[src/rtl/text_scrollback_line_writer_macros.svh]
// Assertion macros for the scrollback line writer.
// Depends on nothing; included by the top level, which holds the assertions.
`ifndef TEXT_SCROLLBACK_LINE_WRITER_MACROS_SVH
`define TEXT_SCROLLBACK_LINE_WRITER_MACROS_SVH

`ifndef SYNTHESIS

// Same-cycle implication.
`define TSLW_ASSERT_IMP(name, clk, rst, ante, cons) \
   name: assert property (@(posedge clk) disable iff (rst) (ante) |-> (cons)) \
      else $error("tslw: implication check failed");

// Next-cycle implication.
`define TSLW_ASSERT_NXT(name, clk, rst, ante, cons) \
   name: assert property (@(posedge clk) disable iff (rst) (ante) |=> (cons)) \
      else $error("tslw: next-cycle check failed");

`else

`define TSLW_ASSERT_IMP(name, clk, rst, ante, cons)
`define TSLW_ASSERT_NXT(name, clk, rst, ante, cons)

`endif

`endif

[src/rtl/tslw_pkg.sv]
// Shared types, codes and constants of the scrollback line writer.
// Depends on nothing; used by every module of the block.
package tslw_pkg;

   // Default sizes of the ring and of one line.
   localparam int unsigned DEPTH_DEFAULT    = 256;
   localparam int unsigned MAX_COLS_DEFAULT = 128;

   // Widest fields that the largest legal sizes need.
   localparam int unsigned SLOT_MAX_W = 12;
   localparam int unsigned CELL_MAX_W = 8;
   localparam int unsigned LEN_MAX_W  = 9;

   // Wrap width register.
   localparam logic [7:0]  COLS_RESET = 8'd80;
   localparam int unsigned COLS_MIN   = 32;

   // Byte codes with a meaning of their own.
   localparam logic [7:0] CH_CR    = 8'h0D;
   localparam logic [7:0] CH_LF    = 8'h0A;
   localparam logic [7:0] CH_BS    = 8'h08;
   localparam logic [7:0] PRINT_LO = 8'h20;
   localparam logic [7:0] PRINT_HI = 8'h7E;

   // Queue sizes between the parts.
   localparam int unsigned OPQ_DEPTH  = 4;
   localparam int unsigned RSP_DEPTH  = 4;
   localparam int unsigned RSP_CNT_W  = $clog2(RSP_DEPTH + 1);

   // Request codes on the input channel.
   typedef enum logic [1:0] {
      REQ_WRITE = 2'd0,
      REQ_CLEAR = 2'd1,
      REQ_READ  = 2'd2,
      REQ_NONE  = 2'd3
   } req_kind_type;

   // Work handed from the front part to the memory part.
   typedef enum logic [1:0] {
      OP_NOP  = 2'd0,
      OP_LEN  = 2'd1,
      OP_CHAR = 2'd2,
      OP_READ = 2'd3
   } op_kind_type;

   // Status reported with every item.
   typedef struct packed {
      logic [7:0] cursor_column;
      logic [7:0] cursor_line;
      logic [8:0] lines_kept;
      logic [7:0] oldest_slot;
   } stat_type;

   typedef struct packed {
      op_kind_type           kind;
      logic [SLOT_MAX_W-1:0] slot;
      logic [CELL_MAX_W-1:0] pos;
      logic [6:0]            ch;
      logic [LEN_MAX_W-1:0]  len;
      logic [6:0]            col;
      stat_type              stat;
   } op_type;

   typedef struct packed {
      logic [6:0] read_char;
      logic [7:0] read_length;
      stat_type   stat;
   } rsp_type;

   // Occupancy of the back part, watched at the top level.
   typedef struct packed {
      logic                 s1_valid;
      logic [RSP_CNT_W-1:0] rsp_count;
   } back_stat_type;

endpackage

[src/rtl/tslw_front.sv]
// Front part: holds the ring pointers, the cursor and the wrap width register,
// classifies each item and builds the memory operation. Depends on tslw_pkg.
module tslw_front #(
   parameter int unsigned DEPTH    = tslw_pkg::DEPTH_DEFAULT,
   parameter int unsigned MAX_COLS = tslw_pkg::MAX_COLS_DEFAULT
) (
   input  logic             clock,
   input  logic             reset,
   input  logic             csr_wr_en,
   input  logic [7:0]       csr_wr_data,
   input  logic             accept,
   input  logic [1:0]       req_type,
   input  logic [7:0]       char_in,
   input  logic [7:0]       read_line,
   input  logic [6:0]       read_col,
   output tslw_pkg::op_type op
);
   import tslw_pkg::*;

   localparam int unsigned SLOT_W = $clog2(DEPTH);
   localparam int unsigned CNT_W  = $clog2(DEPTH + 1);
   localparam int unsigned LEN_W  = $clog2(MAX_COLS + 1);
   localparam int unsigned SUM_W  = SLOT_W + 1;
   localparam int unsigned RL_W   = (CNT_W > 8) ? CNT_W : 8;

   logic [SLOT_W-1:0] start_ff, start_in;
   logic [CNT_W-1:0]  count_ff, count_in;
   logic [SLOT_W-1:0] line_ff, line_in;
   logic [SLOT_W-1:0] slot_ff, slot_in;
   logic [LEN_W-1:0]  cursor_ff, cursor_in;
   logic [7:0]        cols_ff, cols_in;

   logic              ring_full;
   logic [SLOT_W-1:0] nl_slot, nl_start, nl_line;
   logic [CNT_W-1:0]  nl_count;
   logic [8:0]        wrap9;
   logic              wrap_hit;
   logic              read_hit;
   logic [SUM_W-1:0]  read_sum, read_slot;

   // Values that opening a new line would give.
   assign ring_full = (count_ff == CNT_W'(DEPTH));
   assign nl_slot   = (slot_ff == SLOT_W'(DEPTH - 1)) ? '0 : slot_ff + 1'b1;
   assign nl_count  = ring_full ? count_ff : count_ff + 1'b1;
   assign nl_start  = !ring_full ? start_ff :
                      (start_ff == SLOT_W'(DEPTH - 1)) ? '0 : start_ff + 1'b1;
   assign nl_line   = ring_full ? line_ff : SLOT_W'(count_ff);

   // Wrap width, saturated to the legal range.
   always_comb begin
      if ({1'b0, cols_ff} < 9'(COLS_MIN)) begin
         wrap9 = 9'(COLS_MIN);
      end else if ({1'b0, cols_ff} > 9'(MAX_COLS)) begin
         wrap9 = 9'(MAX_COLS);
      end else begin
         wrap9 = {1'b0, cols_ff};
      end
   end
   assign wrap_hit = (9'(cursor_ff) >= wrap9);

   // Ring slot of the logical line that a read asks for.
   assign read_hit  = (RL_W'(read_line) < RL_W'(count_ff));
   assign read_sum  = SUM_W'(start_ff) + SUM_W'(read_line);
   assign read_slot = (read_sum >= SUM_W'(DEPTH)) ? read_sum - SUM_W'(DEPTH) : read_sum;

   // Item decode and next state.
   always_comb begin
      start_in  = start_ff;
      count_in  = count_ff;
      line_in   = line_ff;
      slot_in   = slot_ff;
      cursor_in = cursor_ff;
      op        = '0;
      op.kind   = OP_NOP;
      op.col    = read_col;
      unique case (req_kind_type'(req_type))
         REQ_WRITE: begin
            if (char_in == CH_LF) begin
               start_in  = nl_start;
               count_in  = nl_count;
               line_in   = nl_line;
               slot_in   = nl_slot;
               cursor_in = '0;
               op.kind   = OP_LEN;
               op.slot   = SLOT_MAX_W'(nl_slot);
               op.len    = '0;
            end else if (char_in == CH_BS) begin
               if (cursor_ff != '0) begin
                  cursor_in = cursor_ff - 1'b1;
                  op.kind   = OP_LEN;
                  op.slot   = SLOT_MAX_W'(slot_ff);
                  op.len    = LEN_MAX_W'(cursor_ff - 1'b1);
               end
            end else if (char_in >= PRINT_LO && char_in <= PRINT_HI) begin
               op.kind = OP_CHAR;
               op.ch   = char_in[6:0];
               if (wrap_hit) begin
                  start_in  = nl_start;
                  count_in  = nl_count;
                  line_in   = nl_line;
                  slot_in   = nl_slot;
                  cursor_in = LEN_W'(1);
                  op.slot   = SLOT_MAX_W'(nl_slot);
                  op.pos    = '0;
                  op.len    = LEN_MAX_W'(1);
               end else begin
                  cursor_in = cursor_ff + 1'b1;
                  op.slot   = SLOT_MAX_W'(slot_ff);
                  op.pos    = CELL_MAX_W'(cursor_ff);
                  op.len    = LEN_MAX_W'(cursor_ff + 1'b1);
               end
            end
         end
         REQ_CLEAR: begin
            start_in  = '0;
            count_in  = CNT_W'(1);
            line_in   = '0;
            slot_in   = '0;
            cursor_in = '0;
            op.kind   = OP_LEN;
            op.slot   = '0;
            op.len    = '0;
         end
         REQ_READ: begin
            if (read_hit) begin
               op.kind = OP_READ;
               op.slot = SLOT_MAX_W'(read_slot);
               op.pos  = CELL_MAX_W'(read_col);
            end
         end
         REQ_NONE: begin
            op.kind = OP_NOP;
         end
         default: begin
            op.kind = OP_NOP;
         end
      endcase
      op.stat.cursor_column = 8'(cursor_in);
      op.stat.cursor_line   = 8'(line_in);
      op.stat.lines_kept    = 9'(count_in);
      op.stat.oldest_slot   = 8'(start_in);
   end

   // Wrap width register.
   assign cols_in = csr_wr_en ? csr_wr_data : cols_ff;

   // State registers.
   always_ff @(posedge clock) begin
      if (reset) begin
         start_ff  <= '0;
         count_ff  <= CNT_W'(1);
         line_ff   <= '0;
         slot_ff   <= '0;
         cursor_ff <= '0;
         cols_ff   <= COLS_RESET;
      end else begin
         cols_ff <= cols_in;
         if (accept) begin
            start_ff  <= start_in;
            count_ff  <= count_in;
            line_ff   <= line_in;
            slot_ff   <= slot_in;
            cursor_ff <= cursor_in;
         end
      end
   end

endmodule

[config.mk]
export PLATFORM = sky130hd
export DESIGN_NAME = tslw_front
export DESIGN_NICKNAME = d
export VERILOG_FILES = /design/src/rtl/text_scrollback_line_writer_macros.svh /design/src/rtl/tslw_pkg.sv /design/src/rtl/tslw_front.sv
export SDC_FILE = /design/constraint.sdc
export NUM_CORES = 1
export LEC_CHECK = 0
export ABC_AREA = 1
export BUFFER_PORTS_ARGS = -buffer_cell sky130_fd_sc_hd__buf_2
export CAP_MARGIN = 20
export CORE_ASPECT_RATIO = 1.1
export CORE_UTILIZATION = 44
export DETAILED_ROUTE_END_ITERATION = 10
export PLACE_DENSITY = 0.7
export SLEW_MARGIN = 40
export SYNTH_ARGS = -nofsm -noshare
export SYNTH_HDL_FRONTEND = slang
export SYNTH_SLANG_ARGS = --single-unit
export TNS_END_PERCENT = 100
[constraint.sdc]
create_clock -name clock -period 2.15 [get_ports clock]
set_input_delay 0.215 -clock clock [delete_from_list [all_inputs] [get_ports clock]]
set_output_delay 0.215 -clock clock [all_outputs]
set_load 0.02 [all_outputs]
# After elaboration in Yosys (flattened, before gate mapping)

Cells that the tools add are included.

$mul: 0
$add $sub $neg: 9
Mux-type cells: 51
Shift operators: 0
Eq/ne operators: 11
Order comparisons: 7
Bitwise gates (word level): 0
Div/mod/pow operators: 0
Reductions and logical operators: 5

Operator list:

| kind                                                      | number |
|---|---|
| two-way mux 8 bit                                         | 23 |
| two-way mux 9 bit                                         | 11 |
| one-hot mux 8 bit (2 select lines)                        | 5 |
| two-way mux 38 bit                                        | 1 |
| two-way mux 15 bit                                        | 2 |
| two-way mux 14 bit                                        | 2 |
| adder 8 x 1 -> 8 bit (second input constant)              | 3 |
| one-hot mux 12 bit (2 select lines)                       | 1 |
| two-way mux 22 bit                                        | 1 |
| one-hot mux 9 bit (2 select lines)                        | 1 |
| == test 8 x 4 -> 1 bit (second input constant)            | 2 |
| == test 8 bit (second input constant)                     | 2 |
| two-way mux 16 bit                                        | 1 |
| two-way mux 13 bit                                        | 1 |
| adder 8 x 1 -> 9 bit (second input constant)              | 1 |
| adder 8 x 8 -> 9 bit                                      | 1 |
| adder 9 x 1 -> 9 bit (second input constant)              | 1 |
| == test 9 bit (second input constant)                     | 1 |
| greater-or-equal comparator 8 x 9 -> 1 bit                | 1 |
| greater-or-equal comparator 9 bit (second input constant) | 1 |
| < comparator 8 x 9 -> 1 bit                               | 1 |
| inequality test 3 bit (second input constant)             | 3 |
| subtractor 8 x 1 -> 9 bit (second input constant)         | 1 |
| subtractor 9 bit (second input constant)                  | 1 |
| other kinds (14)                                          | 15 |

RAM bits: 0
Register bits: 49
Memories kept: 0
Input port bits: 37
Logic and storage cells: 89
Memory bits (read-only): 0
Bits in latches: 0

# Longest topological paths before layout

Gate-level depths: netlist (run 1).

Depth in word-level cells: 9
Depth in mapped cells: 20
Gate-level depth less buffers: 19

# Least setup slack after synthesis (run 1)

Ideal clock, no wire load.

Kind: flip-flop to output port
Start point: register cols_ff[1]
End point: output op[41] in the netlist's numbering
Data arrival time: 2.342 ns
Setup slack: -0.407 ns
Cell stages (with the launch flop): 14
Path buffers: 0
Path through: dfxtp_1 -> nor4_1 -> a31o_2 -> nand3_1 -> ha_1 -> nand2_1 -> inv_1 -> nand2_1 -> nand3_1 -> nand2_1 -> nand2_1 -> nor2_1 -> nand2_1 -> a211oi_1

RTL lines:

| what                   | line              | text |
|---|---|---|
| from (decl)            | tslw_front.sv:31  | `logic [7:0] cols_ff, cols_in;` |
| from (signal assigned) | tslw_front.sv:157 | `cols_ff <= cols_in;` |
| to (decl)              | tslw_front.sv:16  | `output tslw_pkg::op_type op` |

==> flow_metrics.py, run 1 <==
metrics = {
    "finish": {
        "layout-area-overhead-vs-synth_pct": 62.9,
        "stdcell_area_um2": 7960,
        "n_antenna_cell": 0,
        "nNetsFinal": 1085,
        "fillers": 808,
        "layout-drive-gt1-share": 0.465,
    },
    "die": {
        "core_um2": 10600,
        "rows": 39,
        "io_pins": 115,
        "die_h_um": 113,
        "die-width_um": 102,
        "dieArea_um2": 11500,
        "initial_utilization": 0.461,
    },
    "critical_path": {
        "crit_path_max_fanout": 8,
        "crit_arrival_ns": 2.86,
        "reg2reg_slack_ns": -0.56,
        "required_ns": 1.93,
        "timing.rr.start": "cols_ff[1]",
        "critical_path.cell_chain": "nor4_2 > a31o_2 > nand3_2 > ha_4 > nand2_2 > nor2_1 > nand2_1 > nand3_2 > nand2_2 > nand2_4 > nand2_4 > nand2_8 > buf_12 > nand2_8 > o21ai_4 > nand3_2 > buf_6",
        "worst-path-buf-inv": 2,
        "cp-start-kind": "flop",
        "cp-end-kind": "output port",
        "crit_path_start": "cols_ff[1]",
        "cp_slowest_cell": "dfxtp_2",
        "critPathTopFamily": "simple AND/OR/NAND/NOR gates",
        "path_class": "flop to output port",
        "critical_path.max_stage_delay_ns": 0.33,
        "crit_path_frequent_cell": "nand3_2",
    },
    "clocking": {
        "clockBufferDepth": 2,
        "ctsHoldBuffers": 0,
        "htreeDepth": 2,
        "clockRootBuffer": "clkbuf_16",
        "cts.sinks": 49,
        "clk_latency_ns": 0.30,
        "cts_tree": "done",
        "path_clk_slew_ns": 0.07,
        "cts_buffers": 5,
    },
    "global_routing": {
        "antenna_found_initial": 0,
        "grt-ovfl-total": 0,
        "grt_pass1_wl_um": 29400,
        "track_usage": 0.321,
        "grt_start_max_net_pins": 43,
        "grt_pass1_vias": 6094,
    },
    "synthesis": {
        "yosys_warnings": 0,
        "synthTopCellsByArea": "dfxtp_1 20%, nand2_1 15%, nand3_1 8.8%, inv_1 8.6%, o21ai_0 8.4%",
        "ys_types": 43,
        "synth-seq-cells": 49,
        "synth_cells": 821,
        "yosysTopAreaCellShare": 0.201,
        "ys_seq_area_frac": 0.201,
        "synth_largest_area_cell": "dfxtp_1",
        "synth_area_um2": 4880,
        "syn_avg_cell_area_um2": 5.95,
    },
    "timing": {
        "hold_viol_final": 0,
        "setup_slack_ns": -0.921,
        "setup_viol": 101,
        "maxSlewViolCount": 0,
        "worst_pin_slew_ns": 0.932,
        "period_minus_slack_ns": 3.07,
        "max_freq_mhz": 326,
        "holdWs_ns": 0.128,
        "skew_ns": 0.00833,
        "relSlewSlack": 0.379,
        "rsz0062_at_grt": "yes",
        "min_period_over_period": 1.43,
    },
    "route": {
        "drtAntennaViolNets": 0,
        "wl_per_cell_um": 16.6,
        "dr.pass1.iters": 5,
        "via_per_inst": 5.52,
        "drc": 0,
        "vias": 6416,
        "first_iter_violations": 429,
        "routed_wl_um": 19300,
    },
    "power_and_ir_drop": {
        "power_leakage_nw": 3.69,
        "p_sw_mw": 1.26,
        "combPwrFrac": 0.431,
        "p_per_area_nw_per_um2": 406,
        "ir_worst_vdd_uv": 398,
        "intPower_mw": 1.97,
        "clkPwrFrac": 0.267,
        "finalPower_mw": 3.23,
        "swShare": 0.391,
        "p_seq_frac": 0.302,
    },
    "placement": {
        "gp_congestion": 0.923,
        "place_ws_ns": -0.576,
        "placed_area_um2": 6370,
        "place_hpwl_um": 12100,
        "io_buffers": 110,
    },
    "worst_hold_path": {
        "min_path_type": "input port to flop",
        "min_from": "csr_wr_data[6]",
    },
    "status": {
        "violations": "setup timing",
        "status": "finished with violations",
    },
    "flow_run": {
        "cap_violations": 0,
    },
}
==> cell usage after synthesis (all sizes together) <==
library cell and number:
nor4 1, fa 1, xor2 11, nor2 61, clkinv 1, a211oi 1
buf 30, a21oi 64, ha 29, o22ai 4, nand4 32, a221oi 1
or2 1, o31ai 2, nand2 193, dfxtp 49, nand3 93, o211ai 2
nor3 14, inv 120, conb 1, clkbuf 14, a21o 1, a21boi 1
o21ai 86, a31o 1, a22oi 1, and3 2, xnor2 4
==> per-layer routing <==
metal	GRT usage	routed length (um)	vias up
met5	0	0	-
met4	0.153	732	0
met3	0.0405	1080	63
met2	0.551	9600	295
met1	0.389	7900	2955
li1	-	-	3103
==> sequential cells by signal, indices dropped and copies added (netlist names) <==
| register | count |
|---|---|
| count_ff | 9 |
| cols_ff | 8 |
| cursor_ff | 8 |
| line_ff | 8 |
| slot_ff | 8 |
| start_ff | 8 |
==> layout by cell type (no fill, tap or decap), types with 7 or more instances in the layout <==
cell type	count
buf_2	50
nor2_1	53
inv_1	95
o21ai_4	8
nand2_8	7
a21oi_1	45
nand4_1	30
o21ai_1	8
nand3_2	41
o21ai_2	38
nand3_1	46
o21ai_0	32
nand2_2	42
buf_4	103
inv_2	23
xor2_1	11
buf_6	70
dfxtp_1	43
nand2_1	132
ha_1	23
nor3_1	9
nand2_4	14
a21oi_2	16
==> through the flow <==
step,util,TNS (ns),instances
final,0.751,-62.63,1162
after global routing,0.751,-76.98,1162
after CTS,0.696,-58.19,1153
after detailed placement,0.601,-40.26,1131
after global placement,0.601,-37.34,1131
after floorplan,-,-10.77,824
==> tightest hold or removal path, stage by stage <==
cell	delay (ns)
buf_2	0.08
nand2_1	0.04
nand3_1	0.06
==> power by group through the flow <==
stage / sequential [mW] / clock [mW] / combinational (mW)
floorplan: 0.988 / 0 / 0.610
global placement: 0.991 / 0 / 0.956
detailed placement: 0.990 / 0 / 0.966
CTS: 0.970 / 0.864 / 1.20
global route: 0.978 / 0.882 / 1.49
finish: 0.975 / 0.863 / 1.39
==> cell type report <==
class	count	area [um2]	area share
multi-input cells	612	4230	0.532
repair buffers	229	1940	0.244
flip-flops and latches	49	991	0.125
inverters	121	459	0.0577
well taps	143	179	0.0225
clock buffers	5	125	0.0157
clock inverters	3	26.3	0.00330
==> logic make-up (layout without fill, tap and decap cells) <==
kind of cell / count (synthesis) / after routing / synth area share
other: 1 / 4 / 0.000768
AO/OA/AOI/OAI: 164 / 164 / 0.175
buffers and inverters: 165 / 358 / 0.144
adder cells (fa/ha/maj): 30 / 30 / 0.0784
flip-flops: 49 / 49 / 0.201
XOR/XNOR: 15 / 15 / 0.0269
AND/OR/NAND/NOR: 397 / 399 / 0.374
==> what timing repair did <==
action	4_1_cts	5_1_grt
resized for setup	213	133
endpoints found under the setup margin	101	101
pin swaps	32	34
gates cloned	4	1
buffers inserted	10	12
==> path summary, 6_finish.rpt <==
| kind | end | cells past startpoint |
|---|---|---|
| setup / recovery | op[8] | 17 |
| setup reg to reg | count_ff[0] | 19 |
| hold / removal | cols_ff[6] | 3 |
| hold reg to reg | slot_ff[4] | 2 |
(Power assumes the default switching activity.)
==> run 2: changes to the inputs <==
--- a/config.mk
+++ b/config.mk
@@ -11,7 +11,7 @@
 export CORE_ASPECT_RATIO = 1.1
 export CORE_UTILIZATION = 44
 export DETAILED_ROUTE_END_ITERATION = 10
-export PLACE_DENSITY = 0.7
+export PLACE_DENSITY = 0.67
 export SLEW_MARGIN = 40
 export SYNTH_ARGS = -nofsm -noshare
 export SYNTH_HDL_FRONTEND = slang
==> constraint.sdc (replaced) <==
create_clock -name clock -period 2.9 [get_ports clock]
set_input_delay 0.29 -clock clock [delete_from_list [all_inputs] [get_ports clock]]
set_output_delay 0.29 -clock clock [all_outputs]
set_load 0.02 [all_outputs]
==> flow_metrics.py, run 2 (same netlist as run 1, synthesis figures left out) <==
metrics = {
    "timing": {
        "period_minus_slack_ns": 3.11,
        "setup_slack_ns": -0.209,
        "skew_ns": 0.00626,
        "max_freq_mhz": 322,
        "min_period_over_period": 1.07,
        "rsz0062_at_grt": "yes",
        "relSlewSlack": 0.567,
        "setup_viol": 47,
        "worst_pin_slew_ns": 0.649,
        "hold_viol_final": 0,
        "maxSlewViolCount": 0,
    },
    "route": {
        "vias": 5828,
        "first_iter_violations": 343,
        "drc": 0,
        "routed_wl_um": 15800,
        "wl_per_cell_um": 14.8,
        "dr.pass1.iters": 5,
        "drtAntennaViolNets": 0,
        "via_per_inst": 5.45,
    },
    "critical_path": {
        "crit_arrival_ns": 2.82,
        "cp-end-kind": "output port",
        "required_ns": 2.61,
        "worst-path-buf-inv": 2,
        "crit_path_start": "cols_ff[4]",
        "path_class": "flop to output port",
        "cp-start-kind": "flop",
        "timing.rr.start": "cols_ff[4]",
        "crit_path_max_fanout": 6,
        "rr_worst_depth": 17,
        "critPathTopFamily": "simple AND/OR/NAND/NOR gates",
        "critical_path.max_stage_delay_ns": 0.34,
        "critical_path.cell_chain": "nor4_4 > a31o_2 > nand3_2 > ha_4 > nand2_2 > nor2_1 > nand2_1 > nand3_1 > nand2_1 > nand2_2 > nand2_4 > nand2_8 > buf_12 > nand2_8 > nand2_4 > nand3_1 > o21ai_1 > buf_4",
        "worst-path-stages": 18,
        "cp_slowest_cell": "dfxtp_2",
    },
    "clocking": {
        "path_clk_slew_ns": 0.07,
        "htreeDepth": 2,
        "clk_latency_ns": 0.29,
        "cts.sinks": 49,
        "ctsHoldBuffers": 0,
        "cts_tree": "done",
        "clockRootBuffer": "clkbuf_16",
        "cts_buffers": 5,
        "clockBufferDepth": 2,
    },
    "global_routing": {
        "grt_pass1_wl_um": 24400,
        "antenna_found_initial": 0,
        "grt-ovfl-total": 0,
        "grt_pass1_vias": 5120,
        "track_usage": 0.265,
        "grt_start_max_net_pins": 43,
    },
    "finish": {
        "largest_reg_flops": 9,
        "fillers": 1033,
        "multi_input_area_um2": 3630,
        "postLayoutCoreUtil": 0.613,
        "nNetsFinal": 993,
        "layout_common_cells": "160 x nand2_1, 103 x inv_1, 72 x nand3_1, 59 x a21oi_1, 58 x buf_2",
        "layout-area-overhead-vs-synth_pct": 32.9,
        "regMostFlops": "count_ff",
        "n_antenna_cell": 0,
        "final_common_cell": "nand2_1",
        "layout-drive-gt1-share": 0.286,
        "final_cells": 1070,
        "final-seq-area_um2": 985,
    },
    "power_and_ir_drop": {
        "p_sw_mw": 0.780,
        "clkPwrFrac": 0.289,
        "ir_worst_vdd_uv": 232,
        "intPower_mw": 1.35,
        "combPwrFrac": 0.368,
        "power_leakage_nw": 3.09,
        "p_per_area_nw_per_um2": 327,
        "swShare": 0.367,
        "p_seq_frac": 0.343,
    },
    "die": {
        "die_h_um": 113,
        "rows": 39,
        "io_pins": 115,
        "dieArea_um2": 11500,
        "core_um2": 10600,
        "die-width_um": 102,
        "initial_utilization": 0.461,
    },
    "placement": {
        "io_buffers": 110,
        "dp.cells": 1052,
        "place_ws_ns": -0.0304,
        "gp_congestion": 0.893,
        "place_hpwl_um": 10900,
    },
    "worst_hold_path": {
        "min_from": "csr_wr_data[4]",
        "min_path_type": "input port to flop",
        "hold_depth": 3,
    },
    "status": {
        "violations": "setup timing",
        "status": "finished with violations",
    },
    "flow_run": {
        "cap_violations": 0,
    },
}
-- run 2: cell count changes in the layout (fill, tap and decap cells not counted), moves of 14 or more --
cell	delta
a21oi_1	+14
buf_6	-42
nand2_2	-21
buf_4	-56
nand3_1	+26
o21ai_1	+18
nand2_1	+28
nand3_2	-20
o21ai_2	-23
-- run 2: final cells by class --
class / instances / share of cell area
Clock buffer: 6 / 0.0214
Clock inverter: 2 / 0.00212
Multi-Input combinational cell: 611 / 0.559
Timing Repair Buffer: 138 / 0.167
Sequential cell: 49 / 0.152
Inverter: 121 / 0.0709
Tap cell: 143 / 0.0276
-- run 2: final timing paths --
path | endpoint | slack [ns]
hold reg to reg | line_ff[1] | 0.47
setup reg to reg | slot_ff[0] | 0.24
hold / removal | cols_ff[4] | 0.21
setup / recovery | op[19] | -0.21
-- run 2: per-stage QoR --
stage	setup TNS [ns]	hold slack (ns)	cell area (um2)	power, mW
final	-6.57	0.205	6490	2.13
after global routing	-13.71	0.235	6490	2.24
after CTS	-5.43	0.208	6060	2.05
after detailed placement	-0.0358	0.458	5530	1.34
after global placement	-0.00465	0.453	5530	1.34
after floorplan	0	0.412	4900	1.16
-- run 2: power groups by stage --
stage,Sequential (mW),Combinational (mW),Clock [mW]
floorplan,0.733,0.425,0
global placement,0.739,0.596,0
detailed placement,0.740,0.597,0
CTS,0.726,0.694,0.626
global route,0.732,0.852,0.655
finish,0.729,0.783,0.615
-- run 2: metal layers --
metal  track usage  routed length [um]  share of wire  vias up
met1         0.345                7030           0.44     2681
met5             0                   0              0        -
met2         0.448                7590           0.48      203
li1              -                   -              -     2914
met3        0.0361                 829          0.052       30
met4        0.0781                 354          0.022        0
-- run 2: worst register-to-register path, stage by stage (launching register included) --
cell	delay (ns)
dfxtp_2	0.34
nor4_4	0.26
a31o_2	0.23
nand3_2	0.10
ha_4	0.28
nand2_2	0.04
nor2_1	0.08
nand2_1	0.05
nand3_1	0.07
nand2_1	0.07
nand2_2	0.11
buf_6	0.14
inv_2	0.04
buf_4	0.14
nand2_1	0.10
nand2_2	0.19
o21ai_0	0.24
a21oi_1	0.06
-- run 2: repair_timing --
action | 4_1_cts | 5_1_grt
resized for setup | 100 | 129
gates cloned | 3 | 2
pin swaps | 17 | 19
setup buffers | 2 | 3
setup endpoints to repair | 56 | 66
