`src/rtl/text_scrollback_line_writer_macros.svh`:
```
// Assertion macros for the scrollback line writer.
// Depends on nothing; included by the top level, which holds the assertions.
`ifndef TEXT_SCROLLBACK_LINE_WRITER_MACROS_SVH
`define TEXT_SCROLLBACK_LINE_WRITER_MACROS_SVH

`ifndef SYNTHESIS

// Same-cycle implication.
`define TSLW_ASSERT_IMP(name, clk, rst, ante, cons) \
   name: assert property (@(posedge clk) disable iff (rst) (ante) |-> (cons)) \
      else $error("tslw: implication check failed");

// Next-cycle implication.
`define TSLW_ASSERT_NXT(name, clk, rst, ante, cons) \
   name: assert property (@(posedge clk) disable iff (rst) (ante) |=> (cons)) \
      else $error("tslw: next-cycle check failed");

`else

`define TSLW_ASSERT_IMP(name, clk, rst, ante, cons)
`define TSLW_ASSERT_NXT(name, clk, rst, ante, cons)

`endif

`endif

```
`src/rtl/tslw_pkg.sv`:
```
// Shared types, codes and constants of the scrollback line writer.
// Depends on nothing; used by every module of the block.
package tslw_pkg;

   // Default sizes of the ring and of one line.
   localparam int unsigned DEPTH_DEFAULT    = 256;
   localparam int unsigned MAX_COLS_DEFAULT = 128;

   // Widest fields that the largest legal sizes need.
   localparam int unsigned SLOT_MAX_W = 12;
   localparam int unsigned CELL_MAX_W = 8;
   localparam int unsigned LEN_MAX_W  = 9;

   // Wrap width register.
   localparam logic [7:0]  COLS_RESET = 8'd80;
   localparam int unsigned COLS_MIN   = 32;

   // Byte codes with a meaning of their own.
   localparam logic [7:0] CH_CR    = 8'h0D;
   localparam logic [7:0] CH_LF    = 8'h0A;
   localparam logic [7:0] CH_BS    = 8'h08;
   localparam logic [7:0] PRINT_LO = 8'h20;
   localparam logic [7:0] PRINT_HI = 8'h7E;

   // Queue sizes between the parts.
   localparam int unsigned OPQ_DEPTH  = 4;
   localparam int unsigned RSP_DEPTH  = 4;
   localparam int unsigned RSP_CNT_W  = $clog2(RSP_DEPTH + 1);

   // Request codes on the input channel.
   typedef enum logic [1:0] {
      REQ_WRITE = 2'd0,
      REQ_CLEAR = 2'd1,
      REQ_READ  = 2'd2,
      REQ_NONE  = 2'd3
   } req_kind_type;

   // Work handed from the front part to the memory part.
   typedef enum logic [1:0] {
      OP_NOP  = 2'd0,
      OP_LEN  = 2'd1,
      OP_CHAR = 2'd2,
      OP_READ = 2'd3
   } op_kind_type;

   // Status reported with every item.
   typedef struct packed {
      logic [7:0] cursor_column;
      logic [7:0] cursor_line;
      logic [8:0] lines_kept;
      logic [7:0] oldest_slot;
   } stat_type;

   typedef struct packed {
      op_kind_type           kind;
      logic [SLOT_MAX_W-1:0] slot;
      logic [CELL_MAX_W-1:0] pos;
      logic [6:0]            ch;
      logic [LEN_MAX_W-1:0]  len;
      logic [6:0]            col;
      stat_type              stat;
   } op_type;

   typedef struct packed {
      logic [6:0] read_char;
      logic [7:0] read_length;
      stat_type   stat;
   } rsp_type;

   // Occupancy of the back part, watched at the top level.
   typedef struct packed {
      logic                 s1_valid;
      logic [RSP_CNT_W-1:0] rsp_count;
   } back_stat_type;

endpackage

```
`src/rtl/tslw_op_queue.sv`:
```
// Short queue of memory operations between the front and back parts.
// Depends on tslw_pkg.
module tslw_op_queue (
   input  logic             clock,
   input  logic             reset,
   input  logic             push,
   input  tslw_pkg::op_type push_op,
   output logic             full,
   input  logic             pop,
   output tslw_pkg::op_type head_op,
   output logic             empty
);
   import tslw_pkg::*;

   localparam int unsigned PTR_W = $clog2(OPQ_DEPTH);
   localparam int unsigned CNT_W = $clog2(OPQ_DEPTH + 1);

   op_type             entry_ff [OPQ_DEPTH];
   logic [PTR_W-1:0]   wr_ptr_ff, wr_ptr_in;
   logic [PTR_W-1:0]   rd_ptr_ff, rd_ptr_in;
   logic [CNT_W-1:0]   count_ff, count_in;
   logic               do_push, do_pop;

   assign full    = (count_ff == CNT_W'(OPQ_DEPTH));
   assign empty   = (count_ff == '0);
   assign do_push = push && !full;
   assign do_pop  = pop && !empty;
   assign head_op = entry_ff[rd_ptr_ff];

   // Pointer and fill count update.
   always_comb begin
      wr_ptr_in = wr_ptr_ff;
      rd_ptr_in = rd_ptr_ff;
      count_in  = count_ff;
      if (do_push) begin
         wr_ptr_in = (wr_ptr_ff == PTR_W'(OPQ_DEPTH - 1)) ? '0 : wr_ptr_ff + 1'b1;
      end
      if (do_pop) begin
         rd_ptr_in = (rd_ptr_ff == PTR_W'(OPQ_DEPTH - 1)) ? '0 : rd_ptr_ff + 1'b1;
      end
      if (do_push && !do_pop) begin
         count_in = count_ff + 1'b1;
      end else if (do_pop && !do_push) begin
         count_in = count_ff - 1'b1;
      end
   end

   always_ff @(posedge clock) begin
      if (reset) begin
         wr_ptr_ff <= '0;
         rd_ptr_ff <= '0;
         count_ff  <= '0;
      end else begin
         wr_ptr_ff <= wr_ptr_in;
         rd_ptr_ff <= rd_ptr_in;
         count_ff  <= count_in;
      end
   end

   // Entry storage.
   always_ff @(posedge clock) begin
      if (do_push) begin
         entry_ff[wr_ptr_ff] <= push_op;
      end
   end

endmodule

```
`config.mk`:
```
export PLATFORM = sky130hd
export DESIGN_NAME = tslw_op_queue
export DESIGN_NICKNAME = d
export VERILOG_FILES = /design/src/rtl/text_scrollback_line_writer_macros.svh /design/src/rtl/tslw_pkg.sv /design/src/rtl/tslw_op_queue.sv
export SDC_FILE = /design/constraint.sdc
export NUM_CORES = 1
export LEC_CHECK = 0
export ABC_AREA = 0
export BUFFER_PORTS_ARGS = -buffer_cell sky130_fd_sc_hd__buf_2
export CAP_MARGIN = 20
export CORE_MARGIN = 5
export CORE_UTILIZATION = 36
export CTS_CLUSTER_DIAMETER = 30
export DETAILED_ROUTE_END_ITERATION = 10
export GPL_ROUTABILITY_DRIVEN = 1
export SETUP_SLACK_MARGIN = 0.4
export SLEW_MARGIN = 20
export SYNTH_ARGS = -nofsm -noshare
export SYNTH_HDL_FRONTEND = slang
export SYNTH_SLANG_ARGS = --single-unit
```
`constraint.sdc`:
```
create_clock -name clock -period 7.15 [get_ports clock]
set_input_delay 1.43 -clock clock [delete_from_list [all_inputs] [get_ports clock]]
set_output_delay 1.43 -clock clock [all_outputs]
set_load 0.01 [all_outputs]
```
# Yosys cells after proc, flatten, opt, wreduce, memory -nomap -nowiden
# Memories as Yosys holds them, arrays and structs flattened. A register that Yosys moved wholly into a read port is not among the register bits.
# Cells that the tools add are included.
dict set report op_classes {
  n_addsub 4
  n_eq_ne 3
  mux 8
  reduce_logical 10
}
# operator count
set ops {}
lappend ops {{$mux W2} 4}
lappend ops {{$mux W3} 2}
lappend ops {{$add A2 B1 Y2 const B} 2}
lappend ops {{$eq A2 B2 Y1 const B} 2}
lappend ops {{$logic_and A1 B1 Y1} 4}
lappend ops {{$logic_not A1 Y1} 4}
lappend ops {{$add A3 B1 Y3 const B} 1}
lappend ops {{$eq A3 B3 Y1 const B} 1}
lappend ops {{$logic_not A3 Y1} 1}
lappend ops {{$sub A3 B1 Y3 const B} 1}
lappend ops {{$mux W1} 2}
lappend ops {{$reduce_bool A2 Y1} 1}
dict set report word_totals {
  register_bits 7
  ramBits 312
  input_bits 82
  output_inout_bits 80
  word_cells 29
  n_memories 1
}
# name depth width read_ports rd_clocked_by_memory_dff write_ports line
set mem_list {}
lappend mem_list {entry_ff 4 78 1 1 1 tslw_op_queue.sv:18} ;# op_type entry_ff [OPQ_DEPTH];

# Logic depth before layout (Yosys ltp)
# Gate-level depths: netlist of the first run.
dict set report logic_depth {
  depth_word 7
  ltp_mapped 10
}

# Least setup slack after synthesis of the first run
# OpenSTA, ideal clock, no wires.
dict set report synth_path {
  path_type {in2reg}
  startpoint {in push}
  endpoint {mem entry_ff[3][0] (netlist name) (enable)}
  setup_ns 0.445
  arrival_ns 3.300
  required_ns 6.705
  slack_ns 3.405
  cell_stages 1
  cell_sequence {and3_1}
}
dict set report synth_via {
  elab_chain_cells 3
}
# item line
set synth_rtl {}
lappend synth_rtl {{from (decl)} tslw_op_queue.sv:6} ;# input logic push,
lappend synth_rtl {{$logic_and A1 B1 Y1} tslw_op_queue.sv:26} ;# assign do_push = push && !full;
lappend synth_rtl {{$mux W1} tslw_op_queue.sv:62} ;# if (do_push) begin
lappend synth_rtl {{$mux W1 (not written as such)} tslw_op_queue.sv:63} ;# entry_ff[wr_ptr_ff] <= push_op;
lappend synth_rtl {{to (decl)} tslw_op_queue.sv:18}
# No other way between the ends.

==> results of run 1 <==
worst min-delay path, stage by stage, from the launching register on:
cell and delay (ps):
sky130_fd_sc_hd__dfxtp_1 320, sky130_fd_sc_hd__nand2_1 60, sky130_fd_sc_hd__a21oi_1 70
state kept, by name, indices dropped and copies added, names as in the netlist, named ones only:
| register | cells |
|---|---|
| wr_ptr_ff | 2 |
| count_ff | 3 |
| entry_ff | 312 |
| rd_ptr_ff | 2 |
metal layers:
metal	GRT usage	vias to the layer above	share of wire
met1	0.1589	2876	0.40
met4	0.05138	8	0.027
met5	0	-	0.0018
met3	0.04302	59	0.066
li1	-	2426	-
met2	0.2177	200	0.50
report_power, final:
part / switching [uW] / internal, uW
combinational: 485 / 452
clock: 990 / 2180
sequential: 95.3 / 2280
cells in the final DEF, fill, tap and decap left out, drive strengths merged, types with 3 or more instances in the layout:
master    synthesis  layout
nor2              4       4
buf              14     167
a21oi             3       3
and3              4       4
mux4             78      78
edfxtp          312     312
bufinv            0      12
inv               5      14
clkinvlp          0       7
clkbuf            6      76
ha                6       6
dfxtp             9       9
clkinv            0      17
final timing paths:
path / depth (start not counted) / from / slack [ps] / to
worst max-delay path: 3 / register / 2610 / head_op[2]
worst min-delay path: 2 / rd_ptr_ff[0] / 500 / register
worst max register to register: 3 / count_ff[0] / 4670 / entry_ff[3][41]
worst min register to register: 2 / rd_ptr_ff[0] / 500 / register
logic make-up after synthesis:
family | synth area share
AOI/OAI and AO/OA | 0.003835
xor gates and xnor gates | 0.001492
adders and majority gates | 0.008097
buffers and inverters | 0.01492
DFF | 0.8131
muxes | 0.1513
and+or+nand+nor | 0.007244
final cells by class:
type / count / area (um2)
well taps: 442 / 553.0
inverters: 5 / 18.77
clock inverters: 45 / 643.1
fillers: 2689 / 17000
clock buffers: 76 / 1710
flip-flops and latches: 321 / 9557
repair buffers: 167 / 854.6
multi-input cells: 112 / 2039
through the flow:
stage / std cells / hold slack, ps / util / worst slack [ps] / total power (uW)
global placement: 1047 / 476.3 / 0.4022 / 3053 / 3358
floorplan: 458 / 463.4 / - / 3405 / 3031
detailed placement: 1047 / 478.8 / 0.4023 / 3037 / 3387
finish: 1168 / 495.5 / 0.4750 / 2605 / 6482
global route: 1168 / 530.3 / 0.4750 / 2278 / 6752
CTS: 1168 / 495.3 / 0.4750 / 2416 / 6596
==> results.md, run 1 <==
- Clock latency reported for the late side of the worst-skew pair: 550 ps
- Core Region: 32370 um2
- Register bit count reported by yosys: 321
- Number of iterations in the first detailed-routing pass: 4
- Worst-path cell with the longest stage delay: sky130_fd_sc_hd__dfxtp_4
- Critical Path Sink Type: output port
- Number of remaining DRC errors: 0
- Post-synth EDFFs: 312
- Average size of a mapped cell: 25.64 um2
- Max-slew headroom: 0.4064
- Vertical die dimension: 190.6 um
- Buffers from clock root to sink, at most: 3
- Main synth FF type: sky130_fd_sc_hd__edfxtp_1
- Kind of cell adding the most delay to the critical path: flip-flops
- Gpl congestion: 0.6975
- Leakage power: 0.005287 uW
- Final design area excluding fillers: 15380 um2
- Overall global routing resource usage: 0.1307
- Share of synthesized flip-flops with an asynchronous set or reset: 0
- Number of hold-repair buffers added at the cts stage: 0
- Req. time, crit path: 5720 ps
- Top cell type by total area after synthesis: sky130_fd_sc_hd__edfxtp_1
- Unrepaired setup endpoints after global routing: no
- Avg WL per Cell: 20.00 um
- Diodes inserted: 0
- Cell types with the highest counts after synthesis: sky130_fd_sc_hd__edfxtp_1 (312), sky130_fd_sc_hd__mux4_2 (78), sky130_fd_sc_hd__dfxtp_1 (9)
- Initial antenna violation count: 4
- Gate count after technology mapping: 458
- Buffers on Ports: 161
- Cell at the root of the clock tree: sky130_fd_sc_hd__clkbuf_16
- Area of the die: 36330 um2
- Effective utilization at floorplan: 0.3628
- Leading cell types by total area after synthesis: sky130_fd_sc_hd__edfxtp_1 (80%), sky130_fd_sc_hd__mux4_2 (15%), sky130_fd_sc_hd__dfxtp_1 (1.5%)
- Layout cells sized above 1: 0.4972
- Most numerous cell in the Yosys netlist: sky130_fd_sc_hd__edfxtp_1
- Placement-stage cell area: 13020 um2
- Pin count of the biggest net entering global routing: 79
- Startpoint kind of the worst setup timing path: register
- Top achievable clock speed: 220.0 MHz
- Number of DRC markers in iteration 0: 261
- Placement Rows: 66
- Unique cell type count in the Yosys netlist: 25
- Total congestion overflow after global routing: 0
- Clock transition at path regs: 40 ps
- Class of the most critical setup path: register to output port
- HPWL after detailed placement: 13190 um
- Final critical path time including I/O delays and setup: 4545 ps
- Buffers inserted during post-CTS setup optimization: 0
- CP max stage delay: 930 ps
- Global-route wire length before repair: 36070 um
- Largest clock skew in the final design: 12.75 ps
- Ratio of final minimum period to clock period: 0.6356
- Tightest Pin Transition: 890.5 ps
- Net count reported at finish: 763
- Total routed wirelength: 23360 um
- Total of warnings raised by yosys: 0
- Pwr per Cell Area: 421.5 nW/um2
- Count of nets left with antenna violations after detail routing: 0
- Htree depth: 3
- Hold/Removal Path Class: register to register
- Maximum vdd drop: 0.0002549 V
- Run status: finished, final reports clean
- Sink count of the clock tree: 321
- Num CTS Buffers: 67
- Number of vias in the routed layout: 5569
- Post-Synthesis Cell Area: 11740 um2
- # IOs: 162
- Buffer and inverter count on the worst path: 2
- Clock tree from TritonCTS: yes
- Critical path fanouts, max: 44
- Final hold vios: 0
- Share of synthesized area occupied by flip-flops and latches: 0.8131
- Fin. max-slew vios: 0
- Synthesized net count: 547
- Worst path cell trace: buf_4, mux4_2, buf_2
- Avg Vias per Cell: 4.768
- Die Width: 190.6 um
- Arrival time at the worst endpoint: 3110 ps
- Area overhead of the layout relative to synthesis: 30.93%
- Total of endpoints with negative setup slack in the final report: 0
- Fin Setup TNS: 0 ps
- Area share of the leading cell type in the synthesized netlist: 0.7978
- PostCTS Resize Cnt: 0
- Number of global-route vias before repair: 6329
- Max cap viols: 0
Power figures use the tool's default switching activity.
==> run 2, diff against run 1 <==
Settings changed: ABC_AREA 0 to 1.
Clock period 7.15 ns to 4.2 ns, I/O delays scaled along.
==> run 2 against run 1 <==
Against the previous run:
- utilization is 0.58 points lower
- critical path depth is 2 higher
- synthesized cell count is 80% higher
- total power is 81% higher
- register-to-register slack worse by 2600 ps
- largest power group unchanged
==> results.md, run 2 <==
- Run status: finished, final reports clean
- Avg Vias per Cell: 4.915
- Buffers from clock root to sink, at most: 3
- Maximum vdd drop: 0.0004207 V
- Worst-path cell with the longest stage delay: sky130_fd_sc_hd__dfxtp_4
- PostCTS Resize Cnt: 0
- Area share of the leading cell type in the synthesized netlist: 0.7762
- Most common cell after layout, fill and taps aside: sky130_fd_sc_hd__edfxtp_1
- Top achievable clock speed: 303.5 MHz
- Clock tree from TritonCTS: yes
- Top cell type by total area after synthesis: sky130_fd_sc_hd__edfxtp_1
- Total of endpoints with negative setup slack in the final report: 0
- Top register by number of flip-flops: entry_ff
- Endpoint of the worst register-to-register path: entry_ff[3][49]
- Count of nets left with antenna violations after detail routing: 0
- Diodes inserted: 0
- Post-Synthesis Cell Area: 12070 um2
- Final critical path time including I/O delays and setup: 3294 ps
- Max cap viols: 0
- Hold/Removal Path Class: primary input to register
- Detailed-routing wirelength on met1: 11480 um
- Minimum setup slack after placement: 1370 ps
- Placement Rows: 67
- Class of the most critical setup path: register to output port
- Number of global-route vias before repair: 7648
- Register bit count reported by yosys: 321
- Unrepaired setup endpoints after global routing: no
- Effective utilization at floorplan: 0.3627
- Avg WL per Cell: 17.82 um
- Total congestion overflow after global routing: 0
- Share of synthesized flip-flops with an asynchronous set or reset: 0
- Vertical die dimension: 193.1 um
- Post-layout power: 11740 uW
- Critical Path Sink Type: output port
- Worst path cell trace: inv_2, buf_4, o21ai_1, o22ai_1, buf_2
- Req. time, crit path: 3360 ps
- Cell at the root of the clock tree: sky130_fd_sc_hd__clkbuf_16
- Arrival time at the worst endpoint: 2450 ps
- Share of synthesized area occupied by flip-flops and latches: 0.7911
- Ratio of final minimum period to clock period: 0.7844
- Number of iterations in the first detailed-routing pass: 5
- Main synth FF type: sky130_fd_sc_hd__edfxtp_1
- Total of warnings raised by yosys: 0
- Area overhead of the layout relative to synthesis: 29.36%
- Worst setup margin: 905.6 ps
- Leakage power: 0.005640 uW
- Critical register-to-register path startpoint: count_ff[0]
- Number of remaining DRC errors: 0
- Number of DRC markers in iteration 0: 340
- Average size of a mapped cell: 14.63 um2
- Gpl congestion: 0.6906
- Length of routed met2 wiring: 13110 um
- Net load switching power: 3385 uW
- Number of vias in the routed layout: 7520
- Most numerous cell in the Yosys netlist: sky130_fd_sc_hd__edfxtp_1
- CP max stage delay: 590 ps
- Buffers inserted during post-CTS setup optimization: 0
- HPWL after detailed placement: 14900 um
- Number of hold-repair buffers added at the cts stage: 0
- Clock transition at path regs: 40 ps
- Flip-flop count of the largest register, all copies and words added: 312
- Global-route wire length before repair: 42010 um
- Gate count after technology mapping: 825
- Fillcell total: 2901
- Post-synth EDFFs: 312
- Commonest cells after routing, fill and taps aside: sky130_fd_sc_hd__edfxtp_1 (312), sky130_fd_sc_hd__nor2_1 (167), sky130_fd_sc_hd__buf_2 (161)
- Fin. max-slew vios: 0
- Combinational power share: 0.203
- Leading cell types by total area after synthesis: sky130_fd_sc_hd__edfxtp_1 (78%), sky130_fd_sc_hd__nor2_1 (5.3%), sky130_fd_sc_hd__o22ai_1 (4.0%)
- Power Internal: 8351 uW
- Largest clock skew in the final design: 15.31 ps
- Critical path fanouts, max: 79
- Die Width: 193.1 um
- Max-slew headroom: 0.3393
- Tightest Pin Transition: 991.0 ps
- Top routing layer in use: met5
- # IOs: 162
- Htree depth: 3
- Final hold vios: 0
- Routed length on met3: 2086 um
- Sink count of the clock tree: 321
- Clock network fraction of design power: 0.448
- Net count reported at finish: 1115
- Pin count of the biggest net entering global routing: 87
- Total routed wirelength: 27260 um
- Clock latency reported for the late side of the worst-skew pair: 550 ps
- Switching power as a share of total power: 0.2885
- Core Region: 33280 um2
- Worst setup endpoint: head_op[1]
- Initial antenna violation count: 5
- Area of the die: 37290 um2
- Unique cell type count in the Yosys netlist: 21
- Cell types with the highest counts after synthesis: sky130_fd_sc_hd__edfxtp_1 (312), sky130_fd_sc_hd__nor2_1 (171), sky130_fd_sc_hd__o21ai_0 (92)
- R2R Setup Slk: 2040 ps
- Buffers on Ports: 161
- Pwr per Cell Area: 751.6 nW/um2
- Overall global routing resource usage: 0.1471
- Synthesized net count: 914
- Register-to-Register Path Depth: 5
- Sequential share of power: 0.349
- Registers with the most flip-flops: entry_ff (312), count_ff (3)
- Layout cells sized above 1: 0.2699
- Startpoint kind of the worst setup timing path: register
- Num CTS Buffers: 71
run 2: changes by cell type after synthesis, sizes merged, moves of 4 or more:
| cell | delta |
|---|---|
| clkbuf | +16 |
| mux4 | -78 |
| inv | +13 |
| nor2 | +167 |
| o22ai | +78 |
| o21ai | +155 |
| nand2 | +13 |
| and3 | -4 |
| buf | +14 |
run 2: power groups by stage:
stage,Clock (uW),Combinational (uW),Sequential [uW]
2_1_floorplan,0,1590,4080
3_3_place_gp,0,2420,4150
3_5_place_dp,0,2440,4160
4_1_cts,5370,2450,4110
5_1_grt,5570,2660,4140
6_report,5260,2380,4100
run 2: through the flow:
stage	utilization	hold WS, ps	cells	instance area [um2]	setup TNS (ps)
2_1_floorplan	-	482.7	825	12070	-162880
3_3_place_gp	0.3992	514.1	1401	13280	0
3_5_place_dp	0.3992	516.5	1401	13280	0
4_1_cts	0.4692	413.2	1530	15610	0
5_1_grt	0.4692	433.4	1530	15610	0
6_report	0.4692	453.8	1530	15610	0
run 2: worst min-delay path by stage:
stage,start,cells past startpoint,endpoint
after floorplan,rd_ptr_ff[1],2,register
after global placement,rd_ptr_ff[1],2,register
after CTS,reset,2,count_ff[0]
after detailed placement,rd_ptr_ff[1],2,register
final,reset,2,count_ff[0]
after global routing,reset,2,count_ff[0]
run 2: area by class of cell:
type / instances / area, um2 / area share
clock buffer: 84 / 1932 / 0.1237
clock inverter: 45 / 397.9 / 0.02548
inverter: 18 / 72.57 / 0.004648
multi-input combinational: 436 / 2148 / 0.1376
sequential: 321 / 9557 / 0.6121
tap: 448 / 560.5 / 0.03590
timing repair buffer: 178 / 945.9 / 0.06058
run 2: worst max-delay path, delay by kind of cell (launching register included):
kind                   cells  cell delay [ps]
buffers and inverters      3              830
DFF                        1              590
AOI/OAI and AO/OA          2              390
run 2: kinds of logic after synthesis:
| logic type | Yosys count | synth area share |
|---|---|---|
| AOI/OAI and AO/OA | 238 | 0.1068 |
| xor gates and xnor gates | 1 | 0.0007257 |
| adders and majority gates | 7 | 0.007878 |
| buffers and inverters | 68 | 0.03338 |
| DFF | 321 | 0.7911 |
| and+or+nand+nor | 190 | 0.06012 |
run 2: metal layers:
metal  global-route usage  vias up
met3              0.05329       65
met2               0.2400      218
met5                    0        -
met4              0.05310       10
li1                     -     3534
met1               0.1817     3693
==> run 3, diff against run 2 <==
Settings changed: ABC_AREA 1 to 0.
Clock period 4.2 ns to 3.35 ns, I/O delays scaled along.
==> run 3 against run 2 <==
Against the previous run:
- via count decreased by 27%
- flip-flop and latch count unchanged
- design area decreased by 1.8%
- hold slack got worse by 120 ps
- clock power increased by 19%
==> results.md, run 3 (synthesis gave the netlist of run 1 again) <==
- Startpoint kind of the worst setup timing path: register
- Unrepaired setup endpoints after global routing: no
- Arrival time at the worst endpoint: 2030 ps
- Overall global routing resource usage: 0.1290
- Fin. max-slew vios: 0
- Cell at the root of the clock tree: sky130_fd_sc_hd__clkbuf_16
- Number of vias in the routed layout: 5519
- Effective utilization at floorplan: 0.3628
- Count of nets left with antenna violations after detail routing: 0
- Net count reported at finish: 767
- Kind of cell adding the most delay to the critical path: multiplexers
- Minimum setup slack after placement: 875.3 ps
- Die Width: 190.6 um
- Multi-input combinational cell area: 2039 um2
- Worst-path cell with the longest stage delay: sky130_fd_sc_hd__mux4_2
- Maximum vdd drop: 0.0004388 V
- Number of global-route vias before repair: 6372
- Most common cell after layout, fill and taps aside: sky130_fd_sc_hd__edfxtp_1
- Buffer and inverter count on the worst path: 2
- Number of hold-repair buffers added at the cts stage: 0
- Core Region: 32370 um2
- Pin count of the biggest net entering global routing: 44
- Clock tree from TritonCTS: yes
- Initial antenna violation count: 4
- Leakage power: 0.005262 uW
- Tightest Pin Transition: 624.4 ps
- Endpoint of the worst register-to-register path: count_ff[2]
- Registers with the most flip-flops: entry_ff (312), count_ff (3)
- Hold/Removal Path Class: primary input to register
- Max-slew headroom: 0.5837
- Seq. cell area: 9557 um2
- Total of endpoints with negative setup slack in the final report: 0
- Fin Setup TNS: 0 ps
- Gpl congestion: 0.7222
- Final critical path time including I/O delays and setup: 2702 ps
- Critical path fanouts, max: 42
- Buffers inserted during post-CTS setup optimization: 0
- Clock latency reported for the late side of the worst-skew pair: 550 ps
- R2R Setup Slk: 980 ps
- Critical register-to-register path startpoint: count_ff[0]
- Class of the most critical setup path: register to output port
- # IOs: 162
- Area overhead of the layout relative to synthesis: 30.58%
- Buffers from clock root to sink, at most: 3
- Worst setup margin: 647.7 ps
- Register-to-Register Path Depth: 9
- Number of remaining DRC errors: 0
- Avg WL per Cell: 19.53 um
- Endpoint, Worst Hold: entry_ff[0][8]
- Final hold vios: 0
- Buffers on Ports: 161
- Area of the die: 36330 um2
- Critical Path Sink Type: output port
- Total congestion overflow after global routing: 0
- Ratio of final minimum period to clock period: 0.8066
- Max cap viols: 0
- Num CTS Buffers: 66
- Top achievable clock speed: 370.1 MHz
- Layout cells sized above 1: 0.4973
- Commonest cells after routing, fill and taps aside: sky130_fd_sc_hd__edfxtp_1 (312), sky130_fd_sc_hd__buf_2 (161), sky130_fd_sc_hd__mux4_2 (78)
- Largest clock skew in the final design: 13.10 ps
- Sink count of the clock tree: 321
- Req. time, crit path: 2680 ps
- Top register by number of flip-flops: entry_ff
- Vertical die dimension: 190.6 um
- Worst path cell trace: buf_12, mux4_2, buf_2
- Clock transition at path regs: 50 ps
- Worst Hold Depth: 1
- PostCTS Resize Cnt: 0
- Pwr per Cell Area: 871.9 nW/um2
- Placement Rows: 66
- Avg Vias per Cell: 4.705
- Number of iterations in the first detailed-routing pass: 4
- Fillcell total: 2707
- Global-route wire length before repair: 35860 um
- CP max stage delay: 580 ps
- Total routed wirelength: 22900 um
- Flip-flop count of the largest register, all copies and words added: 312
- Number of DRC markers in iteration 0: 276
- HPWL after detailed placement: 13640 um
- Run status: finished, final reports clean
- Htree depth: 3
- Worst Hold Launch: push_op[8]
## run 3: report_power, final
part / internal (uW) / leakage [uW] / switching, uW / total [uW]
clock: 4140 / 0.00106 / 2120 / 6250
combinational: 1020 / 0.00127 / 1120 / 2130
sequential: 4870 / 0.00293 / 113 / 4990
## run 3: stage by stage
stage               instances  area (um2)    util  hold slack (ps)  power (uW)
finish                   1173       15330  0.4737            330.9       13370
global route             1173       15330  0.4737            303.6       14000
CTS                      1172       15330  0.4736            293.1       13610
detailed placement       1052       13140  0.4060            481.6        7262
global placement         1052       13140  0.4060            490.3        7204
floorplan                 458       11750       -            463.4        6452
## run 3: final cells by class
class                      count  area share
antenna                        1   0.0001632
tap                          442     0.03606
sequential                   321      0.6232
clock buffer                  75      0.1099
timing repair buffer         172     0.06364
multi-input combinational    112      0.1330
clock inverter                45     0.03280
inverter                       5    0.001224
## run 3: how the worst max path moves through the flow
| stage | start | to | depth (start not counted) |
|---|---|---|---|
| after global routing | register | head_op[64] | 3 |
| after detailed placement | push | count_ff[2] | 9 |
| after CTS | register | head_op[72] | 3 |
| after global placement | push | count_ff[2] | 9 |
| final | register | head_op[62] | 3 |
| after floorplan | count_ff[0] | count_ff[2] | 10 |
## run 3: metal layers
layer  vias up  GRT usage  share of wire
met5         -          0         0.0011
met2       175     0.2173           0.51
met1      2854     0.1517           0.40
met3        44    0.04705          0.068
met4         6    0.05028          0.019
li1       2440          -              -
